**src/hdl/ercx_pkg.sv**
```systemverilog
`timescale 1ns / 1ps

package ercx_pkg;

    // Data memory depth in words; must be a power of two (256 to 65536).
    localparam int MEM_DEPTH = 65536;
    localparam int MEM_AW    = $clog2(MEM_DEPTH);

    localparam int NUM_REGS  = 8;
    localparam int REG_AW    = 3;
    localparam int DATA_W    = 32;
    localparam int PC_W      = 16;

    typedef enum logic [2:0] {
        CMD_ADD  = 3'd0,
        CMD_NAND = 3'd1,
        CMD_LW   = 3'd2,
        CMD_SW   = 3'd3,
        CMD_BEQ  = 3'd4,
        CMD_JALR = 3'd5,
        CMD_HALT = 3'd6,
        CMD_NOOP = 3'd7
    } cmd_t;

    typedef struct packed {
        logic [2:0]         command;
        logic [2:0]         reg_a;
        logic [2:0]         reg_b;
        logic [2:0]         dest_reg;
        logic signed [15:0] offset;
    } ercx_in_t;

    typedef struct packed {
        logic [15:0]        next_pc;
        logic               reg_written;
        logic [2:0]         written_index;
        logic signed [31:0] written_value;
        logic               branch_taken;
        logic [31:0]        executed_count;
    } ercx_out_t;

    // Register file write port
    typedef struct packed {
        logic              en;
        logic [REG_AW-1:0] idx;
        logic [DATA_W-1:0] val;
    } ercx_wb_t;

    // Execute stage decisions
    typedef struct packed {
        logic [PC_W-1:0]   npc;
        logic              wr;
        logic [REG_AW-1:0] widx;
        logic [DATA_W-1:0] wval;
        logic              taken;
        logic              is_lw;
        logic              is_sw;
        logic [MEM_AW-1:0] mem_addr;
    } ercx_exec_t;

endpackage

```
**src/hdl/ercx_ram.sv**
```systemverilog
`timescale 1ns / 1ps

module ercx_ram #(
    parameter int WIDTH = 32,
    parameter int DEPTH = 256
) (
    input  logic                                    clk,
    input  logic                                    we,
    input  logic [((DEPTH > 1) ? $clog2(DEPTH) : 1)-1:0] waddr,
    input  logic [WIDTH-1:0]                        wdata,
    input  logic                                    re,
    input  logic [((DEPTH > 1) ? $clog2(DEPTH) : 1)-1:0] raddr,
    output logic [WIDTH-1:0]                        rdata
);

    logic [WIDTH-1:0] mem_reg [DEPTH];
    logic [WIDTH-1:0] rdata_reg;

    // Read returns the old word on a same-address write
    always_ff @(posedge clk)
    begin
        if (we)
        begin
            mem_reg[waddr] <= wdata;
        end
        if (re)
        begin
            rdata_reg <= mem_reg[raddr];
        end
    end

    assign rdata = rdata_reg;

endmodule

```
**src/hdl/ercx_regfile.sv**
```systemverilog
`timescale 1ns / 1ps

module ercx_regfile (
    input  logic                             clk,
    input  logic                             rst_n,
    input  logic                             rd_en,
    input  logic [ercx_pkg::REG_AW-1:0]      rd_addr_a,
    input  logic [ercx_pkg::REG_AW-1:0]      rd_addr_b,
    input  ercx_pkg::ercx_wb_t               wb,
    output logic [ercx_pkg::DATA_W-1:0]      rd_a,
    output logic [ercx_pkg::DATA_W-1:0]      rd_b
);

    import ercx_pkg::*;

    logic [NUM_REGS-1:0] vld_reg;
    logic                rd_vld_a_reg;
    logic                rd_vld_b_reg;
    logic [DATA_W-1:0]   ram_a;
    logic [DATA_W-1:0]   ram_b;

    // Two copies so both operands read in the same cycle
    ercx_ram #(.WIDTH(DATA_W), .DEPTH(NUM_REGS)) u_ram_a (
        .clk   (clk),
        .we    (wb.en),
        .waddr (wb.idx),
        .wdata (wb.val),
        .re    (rd_en),
        .raddr (rd_addr_a),
        .rdata (ram_a)
    );

    ercx_ram #(.WIDTH(DATA_W), .DEPTH(NUM_REGS)) u_ram_b (
        .clk   (clk),
        .we    (wb.en),
        .waddr (wb.idx),
        .wdata (wb.val),
        .re    (rd_en),
        .raddr (rd_addr_b),
        .rdata (ram_b)
    );

    // Registers never written since reset read as zero
    always_ff @(posedge clk or negedge rst_n)
    begin
        if (!rst_n)
        begin
            vld_reg      <= '0;
            rd_vld_a_reg <= 1'b0;
            rd_vld_b_reg <= 1'b0;
        end
        else
        begin
            if (wb.en)
            begin
                vld_reg[wb.idx] <= 1'b1;
            end
            if (rd_en)
            begin
                rd_vld_a_reg <= vld_reg[rd_addr_a];
                rd_vld_b_reg <= vld_reg[rd_addr_b];
            end
        end
    end

    assign rd_a = rd_vld_a_reg ? ram_a : '0;
    assign rd_b = rd_vld_b_reg ? ram_b : '0;

endmodule

```
**config.mk**
```make
export PLATFORM = sky130hd
export DESIGN_NAME = ercx_regfile
export DESIGN_NICKNAME = d
export VERILOG_FILES = /design/src/hdl/ercx_pkg.sv /design/src/hdl/ercx_ram.sv /design/src/hdl/ercx_regfile.sv
export SDC_FILE = /design/constraint.sdc
export NUM_CORES = 1
export LEC_CHECK = 0
export BUFFER_PORTS_ARGS = -buffer_cell sky130_fd_sc_hd__buf_2
export CAP_MARGIN = 20
export CORE_ASPECT_RATIO = 0.9
export CORE_MARGIN = 2
export CORE_UTILIZATION = 45
export DETAILED_ROUTE_END_ITERATION = 8
export PLACE_DENSITY = 0.64
export SYNTH_ARGS = -nofsm -noshare
export SYNTH_HDL_FRONTEND = slang
export SYNTH_SLANG_ARGS = --single-unit
```
**constraint.sdc**
```tcl
create_clock -name clk -period 3.1 [get_ports clk]
set_input_delay 0.31 -clock clk [delete_from_list [all_inputs] [get_ports clk]]
set_output_delay 0.31 -clock clk [all_outputs]
set_load 0.03 [all_outputs]
```
==> metrics.yaml <==
status: "completed"
clk_root_buffer_cell: "clkbuf_16"
synth_largest_area_cell: "edfxtp_1"
vias: 7193
netlist_area_um2: 14600
finalCriticalPeriod_ns: 2.219
cts.path.max_buffers: 3
ys.flop_type: "edfxtp_1"
syn_to_final_growth_pct: 15.53
pwr-share-comb: 0.105
reg2reg_depth: 2
fin_skew_ns: 0.02386
rows: 62
maxCapViolations: 0
die_y_um: 174.9
grt_overflow: 0
viasPerCell: 5.838
largest_reg_flops: 224
relSlewSlack: 0.2878
setup_viol: 0
syn_inst: 665
synth_edf_count: 320
internal_power_uw: 8065
critPathLaunchType: "flip-flop"
synth_top_area_share: 0.6584
fillers: 2480
clock_power_share: 0.396
async_reset_ff_frac: 0.03030
dpl-instance-area_um2: 15710
synthMostInstantiatedCell: "edfxtp_1"
place_hpwl_um: 18430
worstHoldPathCells: 1
fin_crit_sh: 0.7158
synthTopCellsByArea: "edfxtp_1 66%, mux4_2 17%, mux4_1 3.1%, mux2_4 3.0%, and2_1 2.7%"
max-vdd-ir-drop_v: 0.0004158
required_ns: 2.79
grt_max_degree: 67
cp.arrival_ns: 1.91
cts_buffers: 35
worstMarginPinSlew_ns: 1.068
setup-tns-final_ns: 0
p_sw_uw: 2342
grt.total_usage: 0.1940
cts_tree: "yes"
nNetsFinal: 832
start_util: 0.4567
drc: 0
max_freq_ghz: 0.4506
hold_viol_final: 0
ys_top_cells_by_count: "320 x edfxtp_1, 113 x mux4_2, 64 x and2_1"
detail_route.wl_per_cell_um: 26.08
drt-total-wl_um: 32130
r2r_start: "u_ram_b.mem_reg[0][0]$_DFFE_PP_"
min_from: "wb[5]"
ys_warn_count: 0
r2r_end: "u_ram_a.rdata[0]$_DFFE_PP_"
path_class: "flip-flop to primary output"
switching_share: 0.2251
power.leakage_uw: 0.005721
drt-pass1-iter-count: 5
htree_levels: 2
end_kind: "primary output"
postRouteAntennaNets: 0
synth_seq_cells: 330
clkTransAtPathRegs_ns: 0.06
dieArea_um2: 33890
rsz0062_at_grt: "no"
yosysUniqueCellTypes: 21
routabilityCongestion: 0.7541
seq_power_share: 0.499
ctsResizeCount: 0
ff2ff_setup_slack_ns: 1.61
finalInstanceArea_um2: 16860
clkSinkCount: 330
coreArea_um2: 31960
powerDensity_nw_per_um2: 617.3
io_pins: 109
hold_end: "u_ram_b.mem_reg[0][5]$_DFFE_PP_"
crit_path_max_fanout: 26
syn_nets: 710
fp.dieW_um: 193.8
antenna_found_initial: 4
grt_pass1_wl_um: 48600
grt_pass1_vias: 7957
ys_seq_area_frac: 0.6755
drv_slew: 0
hp-class: "primary input to flip-flop"
drt_iter0_markers: 503
clock_latency_ns: 0.53
io_buffers: 108
layout-drive-gt1-share: 0.4545
synth_area_per_cell_um2: 21.95
per-layer routing:
| layer | GRT usage | vias to the layer above | part of all wire |
|---|---|---|---|
| li1 | - | 3048 | - |
| met1 | 0.2464 | 3876 | 0.40 |
| met2 | 0.3481 | 215 | 0.53 |
| met3 | 0.03416 | 50 | 0.051 |
| met4 | 0.04861 | 4 | 0.017 |
| met5 | 0 | - | 0.00056 |
power groups by stage:
| stage | combinational (µW) | clock (µW) | sequential [µW] |
|---|---|---|---|
| final | 1090 | 4120 | 5200 |
| after global routing | 1170 | 4410 | 5210 |
| after CTS | 1120 | 4210 | 5200 |
| after detailed placement | 1110 | 0 | 5290 |
| after global placement | 1090 | 0 | 5270 |
| after floorplan | 773 | 0 | 5250 |
logic make-up (layout without fill, tap and decap cells):
group                  count (synthesis)  in the layout  share of synthesized area
other                                  0              2                          0
AND/OR/NAND/NOR                       85             85                    0.03489
buffers and inverters                 46            195                    0.02092
multiplexers                         204            204                     0.2687
flip-flops                           330            330                     0.6755
per-stage QoR:
| stage | cells | util | worst slack [ns] | power (µW) | hold WS, ns |
|---|---|---|---|---|---|
| after floorplan | 665 | - | 0.003157 | 6022 | 0.01441 |
| after global placement | 1165 | 0.4915 | 0.9201 | 6361 | 0.1708 |
| after detailed placement | 1165 | 0.4915 | 0.8437 | 6399 | 0.1794 |
| after CTS | 1230 | 0.5274 | 0.8148 | 10520 | 0.03021 |
| after global routing | 1230 | 0.5274 | 0.7505 | 10780 | 0.04203 |
| final | 1232 | 0.5276 | 0.8810 | 10410 | 0.04875 |
cell usage in the layout (no fill, tap or decap), types with 2 or more instances in the layout:
| cell type | netlist | routed |
|---|---|---|
| mux2_2 | 35 | 35 |
| mux2_4 | 29 | 29 |
| buf_4 | 0 | 15 |
| mux4_1 | 17 | 17 |
| clkinv_2 | 0 | 5 |
| edfxtp_1 | 320 | 320 |
| nand2_1 | 2 | 2 |
| mux4_2 | 113 | 113 |
| and2_1 | 64 | 64 |
| clkbuf_16 | 0 | 36 |
| mux2i_1 | 10 | 10 |
| or2_2 | 8 | 8 |
| nor2_4 | 0 | 6 |
| buf_2 | 9 | 103 |
| clkbuf_1 | 12 | 11 |
| clkbuf_8 | 0 | 3 |
| clkinv_1 | 0 | 4 |
| bufinv_16 | 0 | 3 |
| inv_1 | 2 | 2 |
| nand2b_1 | 3 | 3 |
| buf_12 | 6 | 10 |
| dfrtp_1 | 10 | 10 |
| diode_2 | 0 | 2 |
how the worst max path moves through the flow:
| stage | startpoint | end | slack, ns | cells past startpoint |
|---|---|---|---|---|
| finish | rd_vld_b_reg$_DFFE_PN0P_ | rd_b[29] | 0.88 | 3 |
| global route | rd_vld_b_reg$_DFFE_PN0P_ | rd_b[28] | 0.75 | 3 |
| CTS | rd_vld_a_reg$_DFFE_PN0P_ | rd_a[29] | 0.81 | 3 |
| detailed placement | rd_addr_a[0] | u_ram_a.rdata[0]$_DFFE_PP_ | 0.84 | 4 |
| global placement | rd_addr_a[0] | u_ram_a.rdata[3]$_DFFE_PP_ | 0.92 | 4 |
| floorplan | wb[35] | u_ram_b.mem_reg[1][0]$_DFFE_PP_ | 0.003 | 2 |
worst max-delay path, cell delays in order (launching register included):
cell and delay [ns]:
dfrtp_1 0.56, buf_4 0.43, and2_1 0.21, buf_2 0.20
final cells by class:
class                      instances  area, µm²  area share
sequential                       330       9859      0.5847
multi-input combinational        289       4492      0.2664
clock buffer                      50      983.4     0.05833
timing repair buffer             129      838.3     0.04972
tap                              416      520.5     0.03087
clock inverter                    14      155.1    0.009202
inverter                           2      7.507   0.0004452
antenna                            2      5.005   0.0002968
timing repair:
item / 4_1_cts / 5_1_grt
endpoints found under the hold margin: 10 / 0
buffers inserted: 0 / 0
hold buffers: 1 / 0
No activity file was read; power rests on OpenSTA's default activity.
