==> src/hdl/ercx_pkg.sv <==
`timescale 1ns / 1ps

package ercx_pkg;

    // Data memory depth in words; must be a power of two (256 to 65536).
    localparam int MEM_DEPTH = 65536;
    localparam int MEM_AW    = $clog2(MEM_DEPTH);

    localparam int NUM_REGS  = 8;
    localparam int REG_AW    = 3;
    localparam int DATA_W    = 32;
    localparam int PC_W      = 16;

    typedef enum logic [2:0] {
        CMD_ADD  = 3'd0,
        CMD_NAND = 3'd1,
        CMD_LW   = 3'd2,
        CMD_SW   = 3'd3,
        CMD_BEQ  = 3'd4,
        CMD_JALR = 3'd5,
        CMD_HALT = 3'd6,
        CMD_NOOP = 3'd7
    } cmd_t;

    typedef struct packed {
        logic [2:0]         command;
        logic [2:0]         reg_a;
        logic [2:0]         reg_b;
        logic [2:0]         dest_reg;
        logic signed [15:0] offset;
    } ercx_in_t;

    typedef struct packed {
        logic [15:0]        next_pc;
        logic               reg_written;
        logic [2:0]         written_index;
        logic signed [31:0] written_value;
        logic               branch_taken;
        logic [31:0]        executed_count;
    } ercx_out_t;

    // Register file write port
    typedef struct packed {
        logic              en;
        logic [REG_AW-1:0] idx;
        logic [DATA_W-1:0] val;
    } ercx_wb_t;

    // Execute stage decisions
    typedef struct packed {
        logic [PC_W-1:0]   npc;
        logic              wr;
        logic [REG_AW-1:0] widx;
        logic [DATA_W-1:0] wval;
        logic              taken;
        logic              is_lw;
        logic              is_sw;
        logic [MEM_AW-1:0] mem_addr;
    } ercx_exec_t;

endpackage

==> src/hdl/ercx_alu.sv <==
`timescale 1ns / 1ps

module ercx_alu (
    input  ercx_pkg::ercx_in_t              ins,
    input  logic [ercx_pkg::DATA_W-1:0]     va,
    input  logic [ercx_pkg::DATA_W-1:0]     vb,
    input  logic [ercx_pkg::PC_W-1:0]       pc,
    output ercx_pkg::ercx_exec_t            ex
);

    import ercx_pkg::*;

    logic [PC_W-1:0]   pc1;
    logic [DATA_W-1:0] off_ext;
    logic [DATA_W-1:0] addr_sum;
    logic              eq;

    assign pc1      = pc + PC_W'(1);
    assign off_ext  = {{(DATA_W-16){ins.offset[15]}}, ins.offset};
    assign addr_sum = va + off_ext;
    assign eq       = (va == vb);

    always_comb
    begin
        ex          = '0;
        ex.npc      = pc1;
        ex.mem_addr = addr_sum[MEM_AW-1:0];
        case (ins.command)
            CMD_ADD:
            begin
                ex.wr   = 1'b1;
                ex.widx = ins.dest_reg;
                ex.wval = va + vb;
            end
            CMD_NAND:
            begin
                ex.wr   = 1'b1;
                ex.widx = ins.dest_reg;
                ex.wval = ~(va & vb);
            end
            CMD_LW:
            begin
                // value arrives from data memory one stage later
                ex.wr    = 1'b1;
                ex.widx  = ins.reg_b;
                ex.is_lw = 1'b1;
            end
            CMD_SW:
            begin
                ex.is_sw = 1'b1;
            end
            CMD_BEQ:
            begin
                if (eq)
                begin
                    ex.taken = 1'b1;
                    ex.npc   = pc1 + ins.offset[PC_W-1:0];
                end
            end
            CMD_JALR:
            begin
                ex.wr   = 1'b1;
                ex.widx = ins.reg_b;
                ex.wval = DATA_W'(pc1);
                ex.npc  = eq ? pc1 : va[PC_W-1:0];
            end
            default:
            begin
                ex.npc = pc1;
            end
        endcase
    end

endmodule

==> config.mk <==
export PLATFORM = sky130hd
export DESIGN_NAME = ercx_alu
export DESIGN_NICKNAME = d
export VERILOG_FILES = /design/src/hdl/ercx_pkg.sv /design/src/hdl/ercx_alu.sv
export SDC_FILE = /design/constraint.sdc
export NUM_CORES = 1
export LEC_CHECK = 0
export BUFFER_PORTS_ARGS = -buffer_cell sky130_fd_sc_hd__buf_2
export CAP_MARGIN = 20
export CORE_UTILIZATION = 55
export DETAILED_ROUTE_END_ITERATION = 6
export PLACE_DENSITY = 0.87
export SETUP_SLACK_MARGIN = 0.5
export SYNTH_ARGS = -nofsm -noshare
export SYNTH_HDL_FRONTEND = slang
export SYNTH_SLANG_ARGS = --single-unit
==> constraint.sdc <==
create_clock -name vclk -period 8.2
set_input_delay 1.64 -clock vclk [all_inputs]
set_output_delay 1.64 -clock vclk [all_outputs]
set_load 0.005 [all_outputs]
==> results of run 1 <==
==> worst min-delay path by stage <==
stage / from / end / slack, ns
floorplan: ins[26] / ex[16] / 3.37
global placement: ins[20] / ex[52] / 3.56
detailed placement: ins[21] / ex[53] / 3.57
CTS: ins[21] / ex[53] / 3.57
global route: ins[21] / ex[53] / 3.59
finish: ins[19] / ex[51] / 3.57
==> cell families after synthesis <==
| kind of cell | after synthesis | synth area share, % |
|---|---|---|
| simple gates | 235 | 23.9 |
| xor+xnor | 60 | 11.3 |
| fa+ha+maj | 69 | 19.0 |
| compound gates | 254 | 37.0 |
| mux | 8 | 1.74 |
| buf+inv | 67 | 7.11 |
==> per-stage QoR <==
stage / total power, mW / setup slack (ns) / util (%)
floorplan: 0.285 / 2.53 / -
global placement: 0.392 / 2.00 / 66.7
detailed placement: 0.407 / 1.90 / 66.7
CTS: 0.409 / 1.90 / 66.7
global route: 0.455 / 1.55 / 66.7
finish: 0.419 / 1.77 / 66.7
==> synthesized netlist by cell type, drive strengths merged, types with 6 or more instances <==
cell type and n:
xor2 22, a22oi 19, buf 12, nand2 57, o211ai 6, clkbuf 24
o22ai 23, mux2i 7, xnor2 38, nand4 9, inv 30, nor2 76
and3 13, nand2b 7, ha 66, o21ai 46, nor2b 8, a21oi 69
nand3 22, a21o 20, o221ai 7, a31o 6, nor4 10, nor3 16
==> area by class of cell <==
type               instances  area, sq um
fillers                  747         2740
multi-input cells        626         4330
repair buffers           178          896
inverters                 31          116
well taps                105          131
==> power by group <==
group / total, mW / internal, mW / leakage [nW] / switching, mW
clock network: 0 / 0 / 0 / 0
registers: 0 / 0 / 0 / 0
logic: 0.419 / 0.181 / 2.70 / 0.238
total: 0.419 / 0.181 / 2.70 / 0.238
==> critical path, delay by kind of cell <==
kind                     cells  cell delay [ns]
AO/OA/AOI/OAI                6             1.51
adder cells (fa/ha/maj)      2             0.81
buffers and inverters        3             0.38
multiplexers                 1             0.32
AND/OR/NAND/NOR              1             0.12
==> routing by layer <==
layer / vias to the layer above / part of all wire, % / global-route usage (%)
li1: 2892 / - / -
met1: 2790 / 39 / 40.7
met2: 390 / 46 / 62.5
met3: 93 / 9.0 / 4.85
met4: 2 / 5.6 / 18.8
met5: - / 0.061 / 0
==> results.cfg, run 1 <==
[die]
rows = 33
die_area_sq_mm = 0.00886
io_pins = 179
start_util_pct = 56.8
core_area_sq_mm = 0.00822
dieWidth_um = 94.1
die_h_um = 94.1

[hold_path]
hold_path_class = in -> out
holdPathStages = 3

[finish]
final_cell_mix = buf_2 (176), nor2_1 (76), a21oi_1 (68), ha_1 (66), nand2_1 (57)
fin_area_sq_mm = 0.00548
n_antenna_cell = 0
layout.cells.non_filler = 940
seqCellArea_sq_um = 0
mostFrequentLayoutCell = buf_2
clkbuf_count = 0
final_nets = 1014
design.seq.count = 0
drive_gt1_share_pct = 23.6
syn_to_final_growth_pct = 17.4

[pwr]
cellPowerDensity_mw_per_mm2 = 76.4
irDropWorstVdd_uv = 44.0
p_leak_nw = 2.70

[logic_synthesis]
synth_warnings = 0
synth_top_cell_area_share_pct = 17.7
syn_avg_cell_area_sq_um = 6.73
yosys.area.top_type = ha_1
synth_seq_area_share_pct = 0
synthCells = 693
synthesis.nets = 870
synthTopCellsByArea = ha_1 (18%), a21oi_1 (7.3%), xnor2_1 (7.1%)
ys_types = 79
netlist_area_sq_mm = 0.00467

[placement]
place_congestion = 0.953
postPlaceCellArea_sq_mm = 0.00548
dp_cells = 940
port_buffers = 176
dpl.hpwl_um = 13300

[sta]
period_share_pct = 78.4
rsz0062_at_grt = false
fin_crit_ns = 6.43
slew_headroom_pct = 27.5
max_freq_mhz = 156
maxSlewViolCount = 0
tightestPinTransition_ns = 1.08
tns_ns = 0
hold_violations = 0
timing.hold.ws_ns = 3.57
setup_viol = 0

[drt]
drt_first_pass_iters = 6
drc = 0
drt-initial-drc-count = 459
vias = 6167
routed_wl_um = 16500
drtAntennaViolNets = 0
detail_route.wl_per_cell_um = 17.5
vias_per_cell = 6.56

[worst_setup_path]
cp.arrival_ns = 4.79
crit_path_end = ex[69]
crit_chain = buf_2, ha_1, inv_1, fa_1, nor2b_1, o21ai_1, a21oi_1, o21ai_1, a2111oi_0, o311a_1, mux2_1, a21oi_1, buf_2
cp-end-kind = output port
cp.required_ns = 6.56
setup.worst_path.start_class = input port
cp_slowest_stage_delay_ns = 0.70
critical_path_peak_fanout = 7
worstSetupPathType = in -> out
cp-startpoint = pc[0]
slowest_stage = a2111oi_0

[global_route]
grt_first_pass_wirelength_um = 25600
gr-usage-all-layers_pct = 35.3
grt_pass1_vias = 5651
grt_overflow = 0
grt_max_degree = 53
antenna_found_initial = 1

[cts]
cts_resized = 0
cts_setup_buffers = 0
hold_buffers = 0

[run]
drv_cap = 0

[outcome]
status = completed
No activity file was read; power rests on OpenSTA's default activity.
==> run 2: changes to the inputs <==
Settings changed: CORE_UTILIZATION 55 to 48, PLACE_DENSITY 0.87 to 0.81.
Clock period 8.2 ns to 5.3 ns, I/O delays scaled along.
==> run 2 against run 1 <==
Compared with the run above: flip-flop and latch count unchanged; largest power group unchanged; non-clock buffer count up 24; critical path type unchanged; sequential share of layout area unchanged; largest cell class unchanged; worst hold slack worse by 1.2 ns; final cell count up 5.2%.
==> results.cfg, run 2 (same netlist as run 1, synthesis figures left out) <==
[outcome]
status = completed

[drt]
drt-initial-drc-count = 382
drtAntennaViolNets = 0
drt_first_pass_iters = 5
detail_route.wl_per_cell_um = 15.4
vias = 5959
drc = 0
vias_per_cell = 6.03
routed_wl_um = 15300

[die]
die_area_sq_mm = 0.0101
dieWidth_um = 101
core_area_sq_mm = 0.00933
start_util_pct = 50.0
rows = 35
die_h_um = 101
io_pins = 179

[placement]
port_buffers = 176
place_congestion = 0.887
dpl.hpwl_um = 12300

[sta]
tightestPinTransition_ns = 0.710
max_freq_mhz = 209
maxSlewViolCount = 0
timing.hold.ws_ns = 2.41
tns_ns = 0
rsz0062_at_grt = true
slew_headroom_pct = 52.5
setup_viol = 0
fin_crit_ns = 4.78
hold_violations = 0
period_share_pct = 90.1

[global_route]
antenna_found_initial = 2
grt_pass1_vias = 5180
grt_max_degree = 52
gr-usage-all-layers_pct = 28.8
grt_overflow = 0
grt_first_pass_wirelength_um = 24200

[worst_setup_path]
slowest_stage = mux2_1
cp.arrival_ns = 3.72
worstSetupPathType = in -> out
cp.required_ns = 4.24
cp_slowest_stage_delay_ns = 0.34
cp-end-kind = output port
path_buf_inv = 3
crit_chain = buf_2, nand4_1, nor3_2, and3_1, xnor2_1, inv_1, ha_4, nor2b_1, o21ai_0, nand2b_1, o311a_1, mux2_1, a21oi_2, buf_2
cpMostUsedCell = buf_2
crit_family = simple AND/OR/NAND/NOR gates
critical_path_peak_fanout = 7
setup.worst_path.start_class = input port

[finish]
seqCellArea_sq_um = 0
clkbuf_count = 0
drive_gt1_share_pct = 28.9
fillCellCount = 881
final_cell_mix = buf_2 (175), nor2_1 (75), a21oi_1 (64), ha_1 (63), nand2_1 (55)
syn_to_final_growth_pct = 25.6
mostFrequentLayoutCell = buf_2
design.seq.count = 0
final_nets = 1038

[pwr]
pwr-share-seq_pct = 0
irDropWorstVdd_uv = 60.1
power.switching_mw = 0.366
cellPowerDensity_mw_per_mm2 = 114
p_int_mw = 0.303
power.share.clock_pct = 0
sw_frac_of_total_pct = 54.7
pwr-share-comb_pct = 100.0
p_leak_nw = 2.84

[hold_path]
hold_path_class = in -> out

[run]
drv_cap = 0
-- run 2: path summary, 6_finish.rpt --
path | start | end | cells past startpoint
worst max-delay path | pc[6] | ex[69] | 14
worst min-delay path | ins[19] | ex[51] | 3
-- run 2: per-layer routing --
| layer | part of all wire (%) | up-vias | GRT usage [%] |
|---|---|---|---|
| li1 | - | 2939 | - |
| met1 | 44 | 2708 | 38.6 |
| met2 | 46 | 277 | 50.1 |
| met3 | 7.8 | 35 | 2.57 |
| met4 | 2.9 | 0 | 6.24 |
| met5 | 0 | - | 0 |
-- run 2: layout make-up --
class / instances / area (sq um) / share of cell area, %
multi-input cells: 626 / 4500 / 76.8
repair buffers: 202 / 1080 / 18.4
well taps: 129 / 161 / 2.75
inverters: 31 / 116 / 1.99
diodes: 1 / 2.50 / 0.0427
-- run 2: timing repair --
action                                  4_1_cts  5_1_grt
resized for setup                            14       24
buffers inserted                              1        7
hold buffers                                  0        0
pin swaps                                     3       14
cloned                                        0        0
endpoints found under the setup margin        7       13
-- run 2: through the flow --
| step | setup WS [ns] | cell area (sq um) | instances | util, % | power [mW] |
|---|---|---|---|---|---|
| after floorplan | 0.788 | 4670 | 693 | - | 0.440 |
| after global placement | 0.336 | 5630 | 980 | 60.3 | 0.621 |
| after detailed placement | 0.308 | 5630 | 980 | 60.3 | 0.628 |
| after CTS | 0.446 | 5690 | 981 | 61.0 | 0.639 |
| after global routing | 0.387 | 5860 | 989 | 62.8 | 0.737 |
| final | 0.524 | 5860 | 989 | 62.8 | 0.669 |
-- run 2: power by group through the flow --
stage | clock network, mW | registers [mW] | logic [mW]
6_report | 0.0000000252 | 0 | 0.669
5_1_grt | 0.0000000252 | 0 | 0.737
4_1_cts | 0 | 0 | 0.639
3_5_place_dp | 0 | 0 | 0.628
3_3_place_gp | 0 | 0 | 0.621
2_1_floorplan | 0 | 0 | 0.440
